## src/rtl/core/rtc_pkg.sv

```systemverilog
package rtc_pkg;

	localparam int PADDR_W = 5;
	localparam int PDATA_W = 32;

	localparam logic [2:0] REG_RTD_DIVISOR    = 3'd0;
	localparam logic [2:0] REG_BAT_DIVISOR    = 3'd1;
	localparam logic [2:0] REG_TEMP_OUT_SCALE = 3'd2;
	localparam logic [2:0] REG_SETPOINT_TEMP  = 3'd3;
	localparam logic [2:0] REG_DUTY_GAIN      = 3'd4;
	localparam logic [2:0] REG_DUTY_ENABLE    = 3'd5;

	localparam logic [15:0] RTD_DIVISOR_RST    = 16'd256;
	localparam logic [15:0] BAT_DIVISOR_RST    = 16'd256;
	localparam logic [15:0] TEMP_OUT_SCALE_RST = 16'd256;

	// shared divider: 32-bit dividend, 16-bit divisor, two quotient bits a cycle
	localparam int DIV_W     = 32;
	localparam int DVS_W     = 16;
	localparam int DIV_RADIX = 2;
	localparam int DIV_STEPS = DIV_W / DIV_RADIX;
	localparam int DIV_CNT_W = $clog2(DIV_STEPS);

	localparam int TABLE_ENTRIES_DEF = 20;
	localparam int TIDX_W            = 6;
	localparam int CODE_W            = 13;
	localparam int TEMP_W            = 16;
	localparam int TBL_N             = 20;
	localparam int TBL_IW            = $clog2(TBL_N);

	localparam logic [CODE_W-1:0] TBL_CODE [TBL_N] = '{
		13'd0, 13'd347, 13'd678, 13'd948, 13'd1173, 13'd1365, 13'd1531, 13'd1676,
		13'd1803, 13'd1916, 13'd2017, 13'd2107, 13'd2189, 13'd2263, 13'd2330,
		13'd2392, 13'd2448, 13'd2500, 13'd2809, 13'd4096
	};

	localparam logic signed [TEMP_W-1:0] TBL_TEMP [TBL_N] = '{
		-16'sd242, -16'sd200, -16'sd150, -16'sd100, -16'sd50, 16'sd0, 16'sd50,
		16'sd100, 16'sd150, 16'sd200, 16'sd250, 16'sd300, 16'sd350, 16'sd400,
		16'sd450, 16'sd500, 16'sd550, 16'sd600, 16'sd999, 16'sh7fff
	};

	typedef struct packed {
		logic [15:0] rtd_divisor;
		logic [15:0] bat_divisor;
		logic [15:0] temp_out_scale;
		logic [23:0] setpoint_temp;
		logic [15:0] duty_gain;
		logic        duty_enable;
	} cfg_t;

	typedef struct packed {
		logic             start;
		logic [DIV_W-1:0] dividend;
		logic [DVS_W-1:0] divisor;
	} div_req_t;

	typedef struct packed {
		logic             busy;
		logic             done;
		logic [DIV_W-1:0] quot;
	} div_rsp_t;

	// entries past the built-in table repeat the last one
	function automatic logic [CODE_W-1:0] tbl_code(input logic [TIDX_W-1:0] idx);
		if (idx < TIDX_W'(TBL_N)) begin
			return TBL_CODE[idx[TBL_IW-1:0]];
		end
		return TBL_CODE[TBL_N-1];
	endfunction

	function automatic logic signed [TEMP_W-1:0] tbl_temp(input logic [TIDX_W-1:0] idx);
		if (idx < TIDX_W'(TBL_N)) begin
			return TBL_TEMP[idx[TBL_IW-1:0]];
		end
		return TBL_TEMP[TBL_N-1];
	endfunction

endpackage

```

## src/rtl/core/rtc_cfg.sv

```systemverilog
module rtc_cfg (
	input  logic                        clk,
	input  logic                        arst_n,
	input  logic                        psel,
	input  logic                        penable,
	input  logic                        pwrite,
	input  logic [rtc_pkg::PADDR_W-1:0] paddr,
	input  logic [rtc_pkg::PDATA_W-1:0] pwdata,
	output logic [rtc_pkg::PDATA_W-1:0] prdata,
	output logic                        pready,
	output rtc_pkg::cfg_t               cfg
);

	rtc_pkg::cfg_t cfg_q;
	logic          wr_en;
	logic [2:0]    reg_idx;

	assign pready  = 1'b1;
	assign wr_en   = psel && penable && pwrite;
	assign reg_idx = paddr[4:2];
	assign cfg     = cfg_q;

	always_ff @(posedge clk or negedge arst_n) begin
		if (!arst_n) begin
			cfg_q.rtd_divisor    <= rtc_pkg::RTD_DIVISOR_RST;
			cfg_q.bat_divisor    <= rtc_pkg::BAT_DIVISOR_RST;
			cfg_q.temp_out_scale <= rtc_pkg::TEMP_OUT_SCALE_RST;
			cfg_q.setpoint_temp  <= '0;
			cfg_q.duty_gain      <= '0;
			cfg_q.duty_enable    <= 1'b0;
		end else if (wr_en) begin
			unique case (reg_idx)
				rtc_pkg::REG_RTD_DIVISOR:    cfg_q.rtd_divisor    <= pwdata[15:0];
				rtc_pkg::REG_BAT_DIVISOR:    cfg_q.bat_divisor    <= pwdata[15:0];
				rtc_pkg::REG_TEMP_OUT_SCALE: cfg_q.temp_out_scale <= pwdata[15:0];
				rtc_pkg::REG_SETPOINT_TEMP:  cfg_q.setpoint_temp  <= pwdata[23:0];
				rtc_pkg::REG_DUTY_GAIN:      cfg_q.duty_gain      <= pwdata[15:0];
				rtc_pkg::REG_DUTY_ENABLE:    cfg_q.duty_enable    <= pwdata[0];
				default: ;
			endcase
		end
	end

	always_comb begin
		unique case (reg_idx)
			rtc_pkg::REG_RTD_DIVISOR:    prdata = {16'd0, cfg_q.rtd_divisor};
			rtc_pkg::REG_BAT_DIVISOR:    prdata = {16'd0, cfg_q.bat_divisor};
			rtc_pkg::REG_TEMP_OUT_SCALE: prdata = {16'd0, cfg_q.temp_out_scale};
			rtc_pkg::REG_SETPOINT_TEMP:  prdata = {8'd0, cfg_q.setpoint_temp};
			rtc_pkg::REG_DUTY_GAIN:      prdata = {16'd0, cfg_q.duty_gain};
			rtc_pkg::REG_DUTY_ENABLE:    prdata = {31'd0, cfg_q.duty_enable};
			default:                     prdata = '0;
		endcase
	end

endmodule

```

## src/rtl/core/rtc_div.sv

```systemverilog
module rtc_div (
	input  logic              clk,
	input  logic              arst_n,
	input  rtc_pkg::div_req_t req,
	output rtc_pkg::div_rsp_t rsp
);

	localparam int W  = rtc_pkg::DIV_W;
	localparam int DW = rtc_pkg::DVS_W;
	localparam int CW = rtc_pkg::DIV_CNT_W;

	logic          busy_q;
	logic          done_q;
	logic [CW-1:0] cnt_q;
	logic [DW-1:0] rem_q;
	logic [DW-1:0] dvs_q;
	logic [W-1:0]  dq_q;
	logic [DW-1:0] rem_d;
	logic [W-1:0]  dq_d;

	// restoring steps; dq_q shifts dividend bits out and quotient bits in
	always_comb begin
		logic [DW:0]   r1;
		logic [DW-1:0] r;
		logic [W-1:0]  d;
		r = rem_q;
		d = dq_q;
		for (int i = 0; i < rtc_pkg::DIV_RADIX; i++) begin
			r1 = {r, d[W-1]};
			d  = {d[W-2:0], 1'b0};
			if (r1 >= {1'b0, dvs_q}) begin
				r1   = r1 - {1'b0, dvs_q};
				d[0] = 1'b1;
			end
			r = r1[DW-1:0];
		end
		rem_d = r;
		dq_d  = d;
	end

	always_ff @(posedge clk or negedge arst_n) begin
		if (!arst_n) begin
			busy_q <= 1'b0;
			done_q <= 1'b0;
			cnt_q  <= '0;
		end else begin
			done_q <= 1'b0;
			if (req.start) begin
				busy_q <= 1'b1;
				cnt_q  <= '0;
			end else if (busy_q) begin
				cnt_q <= cnt_q + 1'b1;
				if (cnt_q == CW'(rtc_pkg::DIV_STEPS - 1)) begin
					busy_q <= 1'b0;
					done_q <= 1'b1;
				end
			end
		end
	end

	always_ff @(posedge clk) begin
		if (req.start) begin
			dq_q  <= req.dividend;
			rem_q <= '0;
			dvs_q <= req.divisor;
		end else if (busy_q) begin
			dq_q  <= dq_d;
			rem_q <= rem_d;
		end
	end

	assign rsp.busy = busy_q;
	assign rsp.done = done_q;
	assign rsp.quot = dq_q;

endmodule

```

## src/rtl/core/rtd_count_to_temperature_pcontrol_top.sv

```systemverilog
// channel  direction  handshake            word
// in       sink       in_valid / in_stall   rtd_count, battery_count
// out      source     out_valid / out_stall rtd_level, battery_level, temperature, duty
// cfg      APB slave  psel/penable/pready   paddr[4:2] selects register, pwdata
//
// From acceptance to a valid result a word passes through the RTD and battery divides on the
// shared two-bit-per-cycle divider, a table search, the numerator product on the shared
// multiplier, the interpolation divide, the temperature and duty products, and hand-off.
// in_stall is high from acceptance until the result is handed to the output register.
// The output register holds a result under out_stall while the next word is taken.
// Reset returns the sequencer to idle and empties the output register.
module rtd_count_to_temperature_pcontrol_top #(
	parameter int TABLE_ENTRIES = rtc_pkg::TABLE_ENTRIES_DEF
) (
	input  logic                        clk,
	input  logic                        arst_n,
	input  logic                        psel,
	input  logic                        penable,
	input  logic                        pwrite,
	input  logic [rtc_pkg::PADDR_W-1:0] paddr,
	input  logic [rtc_pkg::PDATA_W-1:0] pwdata,
	output logic [rtc_pkg::PDATA_W-1:0] prdata,
	output logic                        pready,
	input  logic                        in_valid,
	output logic                        in_stall,
	input  logic [14:0]                 rtd_count,
	input  logic [14:0]                 battery_count,
	output logic                        out_valid,
	input  logic                        out_stall,
	output logic [15:0]                 rtd_level,
	output logic [19:0]                 battery_level,
	output logic signed [23:0]          temperature,
	output logic signed [31:0]          duty
);

	localparam int IDX_W = (TABLE_ENTRIES > 1) ? $clog2(TABLE_ENTRIES) : 1;
	localparam int TW    = rtc_pkg::TIDX_W;
	localparam int IW    = 21;

	typedef enum logic [10:0] {
		S_IDLE      = 11'b00000000001,
		S_DIV_RTD   = 11'b00000000010,
		S_DIV_BAT   = 11'b00000000100,
		S_SEARCH    = 11'b00000001000,
		S_MUL_NUM   = 11'b00000010000,
		S_NUM_ISSUE = 11'b00000100000,
		S_DIV_NUM   = 11'b00001000000,
		S_MUL_TEMP  = 11'b00010000000,
		S_TEMP      = 11'b00100000000,
		S_MUL_DUTY  = 11'b01000000000,
		S_DONE      = 11'b10000000000
	} state_t;

	state_t            state_q;
	state_t            state_d;
	rtc_pkg::cfg_t     cfg;
	rtc_pkg::div_req_t div_req;
	rtc_pkg::div_rsp_t div_rsp;

	logic                         rtd_zero_q;
	logic                         bat_zero_q;
	logic [14:0]                  bat_cnt_q;
	logic [15:0]                  rtd_lvl_q;
	logic [19:0]                  bat_lvl_q;
	logic [IDX_W-1:0]             idx_q;
	logic [IDX_W-1:0]             idx_m1;
	logic signed [42:0]           mul_q;
	logic signed [24:0]           mul_a;
	logic signed [17:0]           mul_b;
	logic                         num_neg_q;
	logic signed [IW-1:0]         interp_q;
	logic signed [23:0]           temp_q;
	logic                         out_valid_q;
	logic [15:0]                  rtd_out_q;
	logic [19:0]                  bat_out_q;
	logic signed [23:0]           temp_out_q;
	logic signed [31:0]           duty_out_q;

	logic                         accept;
	logic                         out_free;
	logic [rtc_pkg::CODE_W-1:0]   code_r;
	logic [rtc_pkg::CODE_W-1:0]   code_p;
	logic signed [rtc_pkg::TEMP_W-1:0] tval_r;
	logic signed [rtc_pkg::TEMP_W-1:0] tval_p;
	logic signed [16:0]           t_diff;
	logic signed [17:0]           l_diff;
	logic signed [13:0]           den;
	logic                         search_more;
	logic [42:0]                  num_mag;
	logic signed [21:0]           q_signed;
	logic signed [21:0]           base;
	logic signed [21:0]           interp_d;
	logic signed [34:0]           sh;
	logic signed [23:0]           temp_sat;
	logic signed [31:0]           duty_sat;
	logic signed [24:0]           diff;
	logic [15:0]                  rtd_lvl_d;
	logic [19:0]                  bat_lvl_d;

	rtc_cfg u_cfg (
		.clk     (clk),
		.arst_n  (arst_n),
		.psel    (psel),
		.penable (penable),
		.pwrite  (pwrite),
		.paddr   (paddr),
		.pwdata  (pwdata),
		.prdata  (prdata),
		.pready  (pready),
		.cfg     (cfg)
	);

	rtc_div u_div (
		.clk    (clk),
		.arst_n (arst_n),
		.req    (div_req),
		.rsp    (div_rsp)
	);

	assign in_stall = (state_q != S_IDLE);
	assign accept   = in_valid && !in_stall;
	assign out_free = !out_valid_q || !out_stall;

	assign idx_m1 = (idx_q == '0) ? '0 : idx_q - 1'b1;
	assign code_r = rtc_pkg::tbl_code(TW'(idx_q));
	assign code_p = rtc_pkg::tbl_code(TW'(idx_m1));
	assign tval_r = rtc_pkg::tbl_temp(TW'(idx_q));
	assign tval_p = rtc_pkg::tbl_temp(TW'(idx_m1));

	assign t_diff = {tval_r[15], tval_r} - {tval_p[15], tval_p};
	assign l_diff = $signed({2'b00, rtd_lvl_q}) - $signed({1'b0, code_p, 4'b0000});
	assign den    = $signed({1'b0, code_r}) - $signed({1'b0, code_p});
	assign search_more = (idx_q < IDX_W'(TABLE_ENTRIES - 1)) &&
		({1'b0, rtd_lvl_q} > {code_r, 4'b0000});

	assign num_mag  = mul_q[42] ? 43'(-mul_q) : mul_q;
	assign q_signed = num_neg_q ? -$signed({1'b0, div_rsp.quot[20:0]})
		: $signed({1'b0, div_rsp.quot[20:0]});
	assign base     = 22'({{2{tval_p[15]}}, tval_p, 4'b0000});
	assign interp_d = (idx_q == '0 || den <= 0) ? base : base + q_signed;

	assign sh   = mul_q[42:8];
	assign diff = {cfg.setpoint_temp[23], cfg.setpoint_temp} - {temp_q[23], temp_q};

	always_comb begin
		if (!sh[34] && (|sh[33:23])) begin
			temp_sat = 24'sh7fffff;
		end else if (sh[34] && !(&sh[33:23])) begin
			temp_sat = -24'sh800000;
		end else begin
			temp_sat = sh[23:0];
		end
		if (!sh[34] && (|sh[33:31])) begin
			duty_sat = 32'sh7fffffff;
		end else if (sh[34] && !(&sh[33:31])) begin
			duty_sat = -32'sh80000000;
		end else begin
			duty_sat = sh[31:0];
		end
	end

	// zero divisor yields an all-ones quotient; a zero count still gives zero
	assign rtd_lvl_d = rtd_zero_q ? '0 : ((|div_rsp.quot[31:16]) ? '1 : div_rsp.quot[15:0]);
	assign bat_lvl_d = bat_zero_q ? '0 : ((|div_rsp.quot[31:20]) ? '1 : div_rsp.quot[19:0]);

	always_comb begin
		state_d = state_q;
		div_req = '0;
		mul_a   = '0;
		mul_b   = '0;
		unique case (state_q)
			S_IDLE: begin
				if (accept) begin
					div_req.start    = 1'b1;
					div_req.dividend = {5'd0, rtd_count, 12'd0};
					div_req.divisor  = cfg.rtd_divisor;
					state_d          = S_DIV_RTD;
				end
			end
			S_DIV_RTD: begin
				if (div_rsp.done) begin
					div_req.start    = 1'b1;
					div_req.dividend = {5'd0, bat_cnt_q, 12'd0};
					div_req.divisor  = cfg.bat_divisor;
					state_d          = S_DIV_BAT;
				end
			end
			S_DIV_BAT: begin
				if (div_rsp.done) begin
					state_d = S_SEARCH;
				end
			end
			S_SEARCH: begin
				if (!search_more) begin
					state_d = S_MUL_NUM;
				end
			end
			S_MUL_NUM: begin
				mul_a   = {{8{t_diff[16]}}, t_diff};
				mul_b   = l_diff;
				state_d = S_NUM_ISSUE;
			end
			S_NUM_ISSUE: begin
				div_req.start    = 1'b1;
				div_req.dividend = num_mag[31:0];
				div_req.divisor  = {2'b00, den};
				state_d          = S_DIV_NUM;
			end
			S_DIV_NUM: begin
				if (div_rsp.done) begin
					state_d = S_MUL_TEMP;
				end
			end
			S_MUL_TEMP: begin
				mul_a   = {{4{interp_q[IW-1]}}, interp_q};
				mul_b   = $signed({2'b00, cfg.temp_out_scale});
				state_d = S_TEMP;
			end
			S_TEMP: begin
				state_d = S_MUL_DUTY;
			end
			S_MUL_DUTY: begin
				mul_a   = diff;
				mul_b   = $signed({2'b00, cfg.duty_gain});
				state_d = S_DONE;
			end
			S_DONE: begin
				if (out_free) begin
					state_d = S_IDLE;
				end
			end
			default: state_d = S_IDLE;
		endcase
	end

	always_ff @(posedge clk or negedge arst_n) begin
		if (!arst_n) begin
			state_q     <= S_IDLE;
			out_valid_q <= 1'b0;
		end else begin
			state_q <= state_d;
			if (state_q == S_DONE && out_free) begin
				out_valid_q <= 1'b1;
			end else if (!out_stall) begin
				out_valid_q <= 1'b0;
			end
		end
	end

	always_ff @(posedge clk) begin
		if (accept) begin
			rtd_zero_q <= (rtd_count == '0);
			bat_zero_q <= (battery_count == '0);
			bat_cnt_q  <= battery_count;
		end
		if (state_q == S_DIV_RTD && div_rsp.done) begin
			rtd_lvl_q <= rtd_lvl_d;
		end
		if (state_q == S_DIV_BAT && div_rsp.done) begin
			bat_lvl_q <= bat_lvl_d;
			idx_q     <= '0;
		end
		if (state_q == S_SEARCH && search_more) begin
			idx_q <= idx_q + 1'b1;
		end
		if (state_q == S_MUL_NUM || state_q == S_MUL_TEMP || state_q == S_MUL_DUTY) begin
			mul_q <= mul_a * mul_b;
		end
		if (state_q == S_NUM_ISSUE) begin
			num_neg_q <= mul_q[42];
		end
		if (state_q == S_DIV_NUM && div_rsp.done) begin
			interp_q <= interp_d[IW-1:0];
		end
		if (state_q == S_TEMP) begin
			temp_q <= temp_sat;
		end
		if (state_q == S_DONE && out_free) begin
			rtd_out_q  <= rtd_lvl_q;
			bat_out_q  <= bat_lvl_q;
			temp_out_q <= temp_q;
			duty_out_q <= cfg.duty_enable ? duty_sat : '0;
		end
	end

	assign out_valid     = out_valid_q;
	assign rtd_level     = rtd_out_q;
	assign battery_level = bat_out_q;
	assign temperature   = temp_out_q;
	assign duty          = duty_out_q;

	a_div_start_idle: assert property (@(posedge clk) disable iff (!arst_n)
		div_req.start |-> !div_rsp.busy)
		else $error("divider started while busy");

	a_div_done_owned: assert property (@(posedge clk) disable iff (!arst_n)
		div_rsp.done |-> (state_q == S_DIV_RTD || state_q == S_DIV_BAT ||
			state_q == S_DIV_NUM))
		else $error("divider result outside a divide state");

	a_idx_range: assert property (@(posedge clk) disable iff (!arst_n)
		(state_q == S_SEARCH || state_q == S_MUL_NUM) |->
			idx_q <= IDX_W'(TABLE_ENTRIES - 1))
		else $error("table index past last entry");

	a_accept_starts: assert property (@(posedge clk) disable iff (!arst_n)
		accept |=> (state_q == S_DIV_RTD && div_rsp.busy))
		else $error("accepted word did not start the divider");

	a_out_hold: assert property (@(posedge clk) disable iff (!arst_n)
		(out_valid_q && out_stall) |=> (out_valid_q && $stable(duty_out_q)))
		else $error("stalled result changed");

endmodule
```

## config.mk

```make
export PLATFORM = sky130hd
export DESIGN_NAME = rtd_count_to_temperature_pcontrol_top
export DESIGN_NICKNAME = d
export VERILOG_FILES = /design/src/rtl/core/rtc_pkg.sv /design/src/rtl/core/rtc_cfg.sv /design/src/rtl/core/rtc_div.sv /design/src/rtl/core/rtd_count_to_temperature_pcontrol_top.sv
export SDC_FILE = /design/constraint.sdc
export NUM_CORES = 2
export LEC_CHECK = 0
export BUFFER_PORTS_ARGS = -buffer_cell sky130_fd_sc_hd__buf_2
export CAP_MARGIN = 20
export CORE_UTILIZATION = 55
export CTS_CLUSTER_SIZE = 8
export DETAILED_ROUTE_END_ITERATION = 16
export GPL_TIMING_DRIVEN = 0
export MAX_ROUTING_LAYER = met4
export PLACE_DENSITY = 0.87
export SLEW_MARGIN = 15
export SYNTH_ARGS = -nofsm -noshare
export SYNTH_HDL_FRONTEND = slang
export SYNTH_SLANG_ARGS = --single-unit
```

## constraint.sdc

```tcl
create_clock -name clk -period 10.25 [get_ports clk]
set_input_delay 0.5125 -clock clk [delete_from_list [all_inputs] [get_ports clk]]
set_output_delay 0.5125 -clock clk [all_outputs]
set_load 0.02 [all_outputs]
```

==> flow_summary.toml <==
[run_status]
status = "finished, violations left"
violations = "DRC, setup timing"

[timing]
setup_violations = 19
worst_slew_pin_slew_ns = 1.27
worst_slack_ns = -0.520
skew_ns = 0.0629
period_share_pct = 105
tns_ns = -5.84
max_freq_mhz = 92.9
rsz0062_at_grt = "yes"
final-hold-violation-count = 0
final.min_clock_period_ns = 10.77
maxSlewViolCount = 0
relSlewSlack_pct = 14.8

[clocking]
cts-htree-levels = 2
cts.sinks = 410
cts-root-buf = "clkbuf_16"
cts.path.max_buffers = 3
clk_latency_ns = 0.65
cts_buffers = 57
cts_tree = "yes"
clk_pin_slew_worst_paths_ns = 0.06

[global_routing]
grt_pass1_vias = 36000
grt_overflow_total = 0
antenna_found_initial = 11
grt_first_pass_wirelength_um = 206000
grtUsageTotal_pct = 37.4
grt_max_degree = 75

[worst_hold_path]
min_from = "battery_count[4]"
holdCritPathClass = "in -> reg"

[critical_path]
worstPathArrival_ns = 11.13
slowest_stage = "fa_1"
cp_max_fo = 7
cp-startpoint = "idx_q[1]$_SDFFCE_PN0P_"
crit_type = "reg -> reg"
cp_data_required_time_ns = 10.61
max_stage_delay_ns = 0.60
reg2reg_from = "idx_q[1]$_SDFFCE_PN0P_"
start_kind = "flip-flop"
critPathCaptureType = "flip-flop"

[die]
dieArea_um2 = 74800
coreArea_um2 = 73000
io_pins = 201
die_w_um = 273
rows = 99
chipHeight_um = 273
initial_utilization_pct = 55.5

[routing]
wl_um = 143000
vias = 36500
vias_per_cell = 6.51
drt-initial-drc-count = 5280
ant_nets = 0
drc = 4
firstDrtPassIters = 17
wl_per_cell_um = 25.5

[finish]
fin_cells = 5600
utilization_pct = 65.3
area.growth.synth_to_final_pct = 17.6
fill_cells = 5069
multiInputGateArea_um2 = 27300
drive_gt1_share_pct = 19.6
fin_nets = 5349
register_area_um2 = 11600

[logic_synthesis]
synth_compound_area_share_pct = 13.1
synth_area_leaders = "fa_1, edfxtp_1, ha_1, dfrtp_1, inv_1"
synthAdderAreaFrac_pct = 29.7
syn_area_um2 = 40500
yosysWarnings = 0
synth-seq-area-share_pct = 28.7
async_flop_share_pct = 26.1
synth_flop_cell = "edfxtp_1"
yosys_register_bits = 410
synth_top_area_cell = "fa_1"
synth_top_family_by_area = "adder cells"
netlist.area_leader.share_pct = 22.1
synth_common_cells = "inv_1, fa_1, nor2_1"
syn_avg_cell_area_um2 = 9.72
synth_cells = 4168
synth_xor_area_share_pct = 3.96
yosysMostFrequentCell = "inv_1"
synth_cell_types = 107
muxShareOfSynthArea_pct = 3.96
yosys.area_share.simple_pct = 12.8
synth_edf_count = 287

[flow_run]
maxCapViolCount = 0

[pwr]
ir_drop_mv = 0.512
leakagePower_nw = 21.3
powerDensity_nw_per_um2 = 142

[placement]
pre_cts_ws_ns = -2.34
placed_cells = 5331
hpwlAfterDp_um = 103000
io_buffers = 179
gp_congestion = 1.08
==> state kept, by name, summed over array words and instances (netlist names) <==
| signal | count |
|---|---|
| battery_level | 20 |
| u_div.dq_q | 32 |
| interp_q | 21 |
| u_div.rem_q | 16 |
| temperature | 24 |
| rtd_level | 16 |
| u_cfg.cfg | 89 |
| bat_lvl_q | 20 |
| out_valid | 1 |
| temp_q | 24 |
| u_div.cnt_q | 4 |
| u_div.dvs_q | 16 |
| state_q | 11 |
| bat_zero_q | 1 |
| num_neg_q | 1 |
| u_div.busy_q | 1 |
| idx_q | 5 |
| duty | 32 |
| u_div.done_q | 1 |
| bat_cnt_q | 15 |
| rtd_lvl_q | 16 |
| rtd_zero_q | 1 |
| mul_q | 43 |
==> kinds of logic after synthesis <==
logic type | count (synthesis)
muxes | 147
buffers and inverters | 819
adders and majority gates | 695
DFF | 410
AOI/OAI and AO/OA | 778
xor gates and xnor gates | 183
other | 2
and+or+nand+nor | 1134
==> report_power, final <==
| part | switching [mW] | total [mW] | internal, mW |
|---|---|---|---|
| Clock | 0.763 | 1.81 | 1.05 |
| Sequential | 0.297 | 2.35 | 2.05 |
| Combinational | 1.47 | 2.59 | 1.11 |
==> stage by stage <==
step	total power, mW	hold WS, ns	instance area [µm²]
6_report	6.75	0.0720	47700
3_5_place_dp	4.79	0.405	43000
2_1_floorplan	4.12	0.217	40600
3_3_place_gp	4.70	0.402	42700
4_1_cts	6.61	0.0666	46400
5_1_grt	7.01	0.0702	47700
==> placed cells by master, fill, tap and decap left out, types with 19 or more instances in the layout <==
cell / count
mux2i_1: 40
ha_4: 27
inv_2: 25
fa_1: 410
nand2_1: 373
xor2_1: 47
and2_1: 37
o22ai_1: 19
and3_1: 23
ha_1: 209
nand2b_1: 26
a222oi_1: 20
a22oi_1: 35
xnor2_1: 128
o21a_1: 67
clkbuf_16: 58
clkbuf_1: 136
fa_2: 38
buf_4: 153
a21oi_2: 25
nor3_1: 42
nor2b_1: 46
nor4_1: 19
dfrtp_1: 103
a21oi_1: 159
a21o_1: 82
nand3_1: 44
o31ai_1: 24
buf_2: 203
nor2_1: 374
inv_1: 600
mux2_2: 105
o21ai_0: 124
buf_6: 29
edfxtp_1: 287
==> per-layer routing <==
metal / global-route usage (%) / up-vias / wire [µm]
li1: - / 14800 / -
met1: 42.0 / 17500 / 45500
met2: 56.7 / 3160 / 63300
met3: 12.0 / 1048 / 20000
met4: 25.9 / 0 / 14100
met5: - / - / 0
==> worst max-delay path, delay by kind of cell (launching register included) <==
family                     cells  cell delay, ns
AOI/OAI and AO/OA             15            3.57
xor gates and xnor gates       1            0.13
adders and majority gates     10            3.65
buffers and inverters         11            1.18
DFF                            1            0.41
and+or+nand+nor                9            1.49
==> area by class of cell <==
cell class | instances | area share [%]
Antenna cell | 12 | 0.0630
Buffer | 173 | 1.85
Clock buffer | 102 | 3.37
Clock inverter | 4 | 0.150
Inverter | 633 | 5.06
Multi-Input combinational cell | 2946 | 57.2
Sequential cell | 410 | 24.4
Tap cell | 959 | 2.52
Timing Repair Buffer | 361 | 5.44
==> worst paths after layout <==
kind	cells after the start	slack [ns]	end
setup / recovery	46	-0.52	mul_q[40]$_DFFE_PP_
hold / removal	1	0.07	bat_cnt_q[4]$_DFFE_PP_
setup reg to reg	46	-0.52	mul_q[40]$_DFFE_PP_
hold reg to reg	0	0.41	battery_level[12]$_DFFE_PP_
max in group asynchronous	3	9.14	u_cfg.cfg[21]$_DFFE_PN0P_
min in group asynchronous	2	0.34	u_cfg.cfg[53]$_DFFE_PN0P_
==> timing repair <==
action                                  4_1_cts  5_1_grt
resized for setup                           232      174
endpoints found under the setup margin       30       23
hold buffers                                  1        0
endpoints found under the hold margin        30        0
pin swaps                                    83      151
setup buffers                                94       69
(Power assumes the default switching activity.)
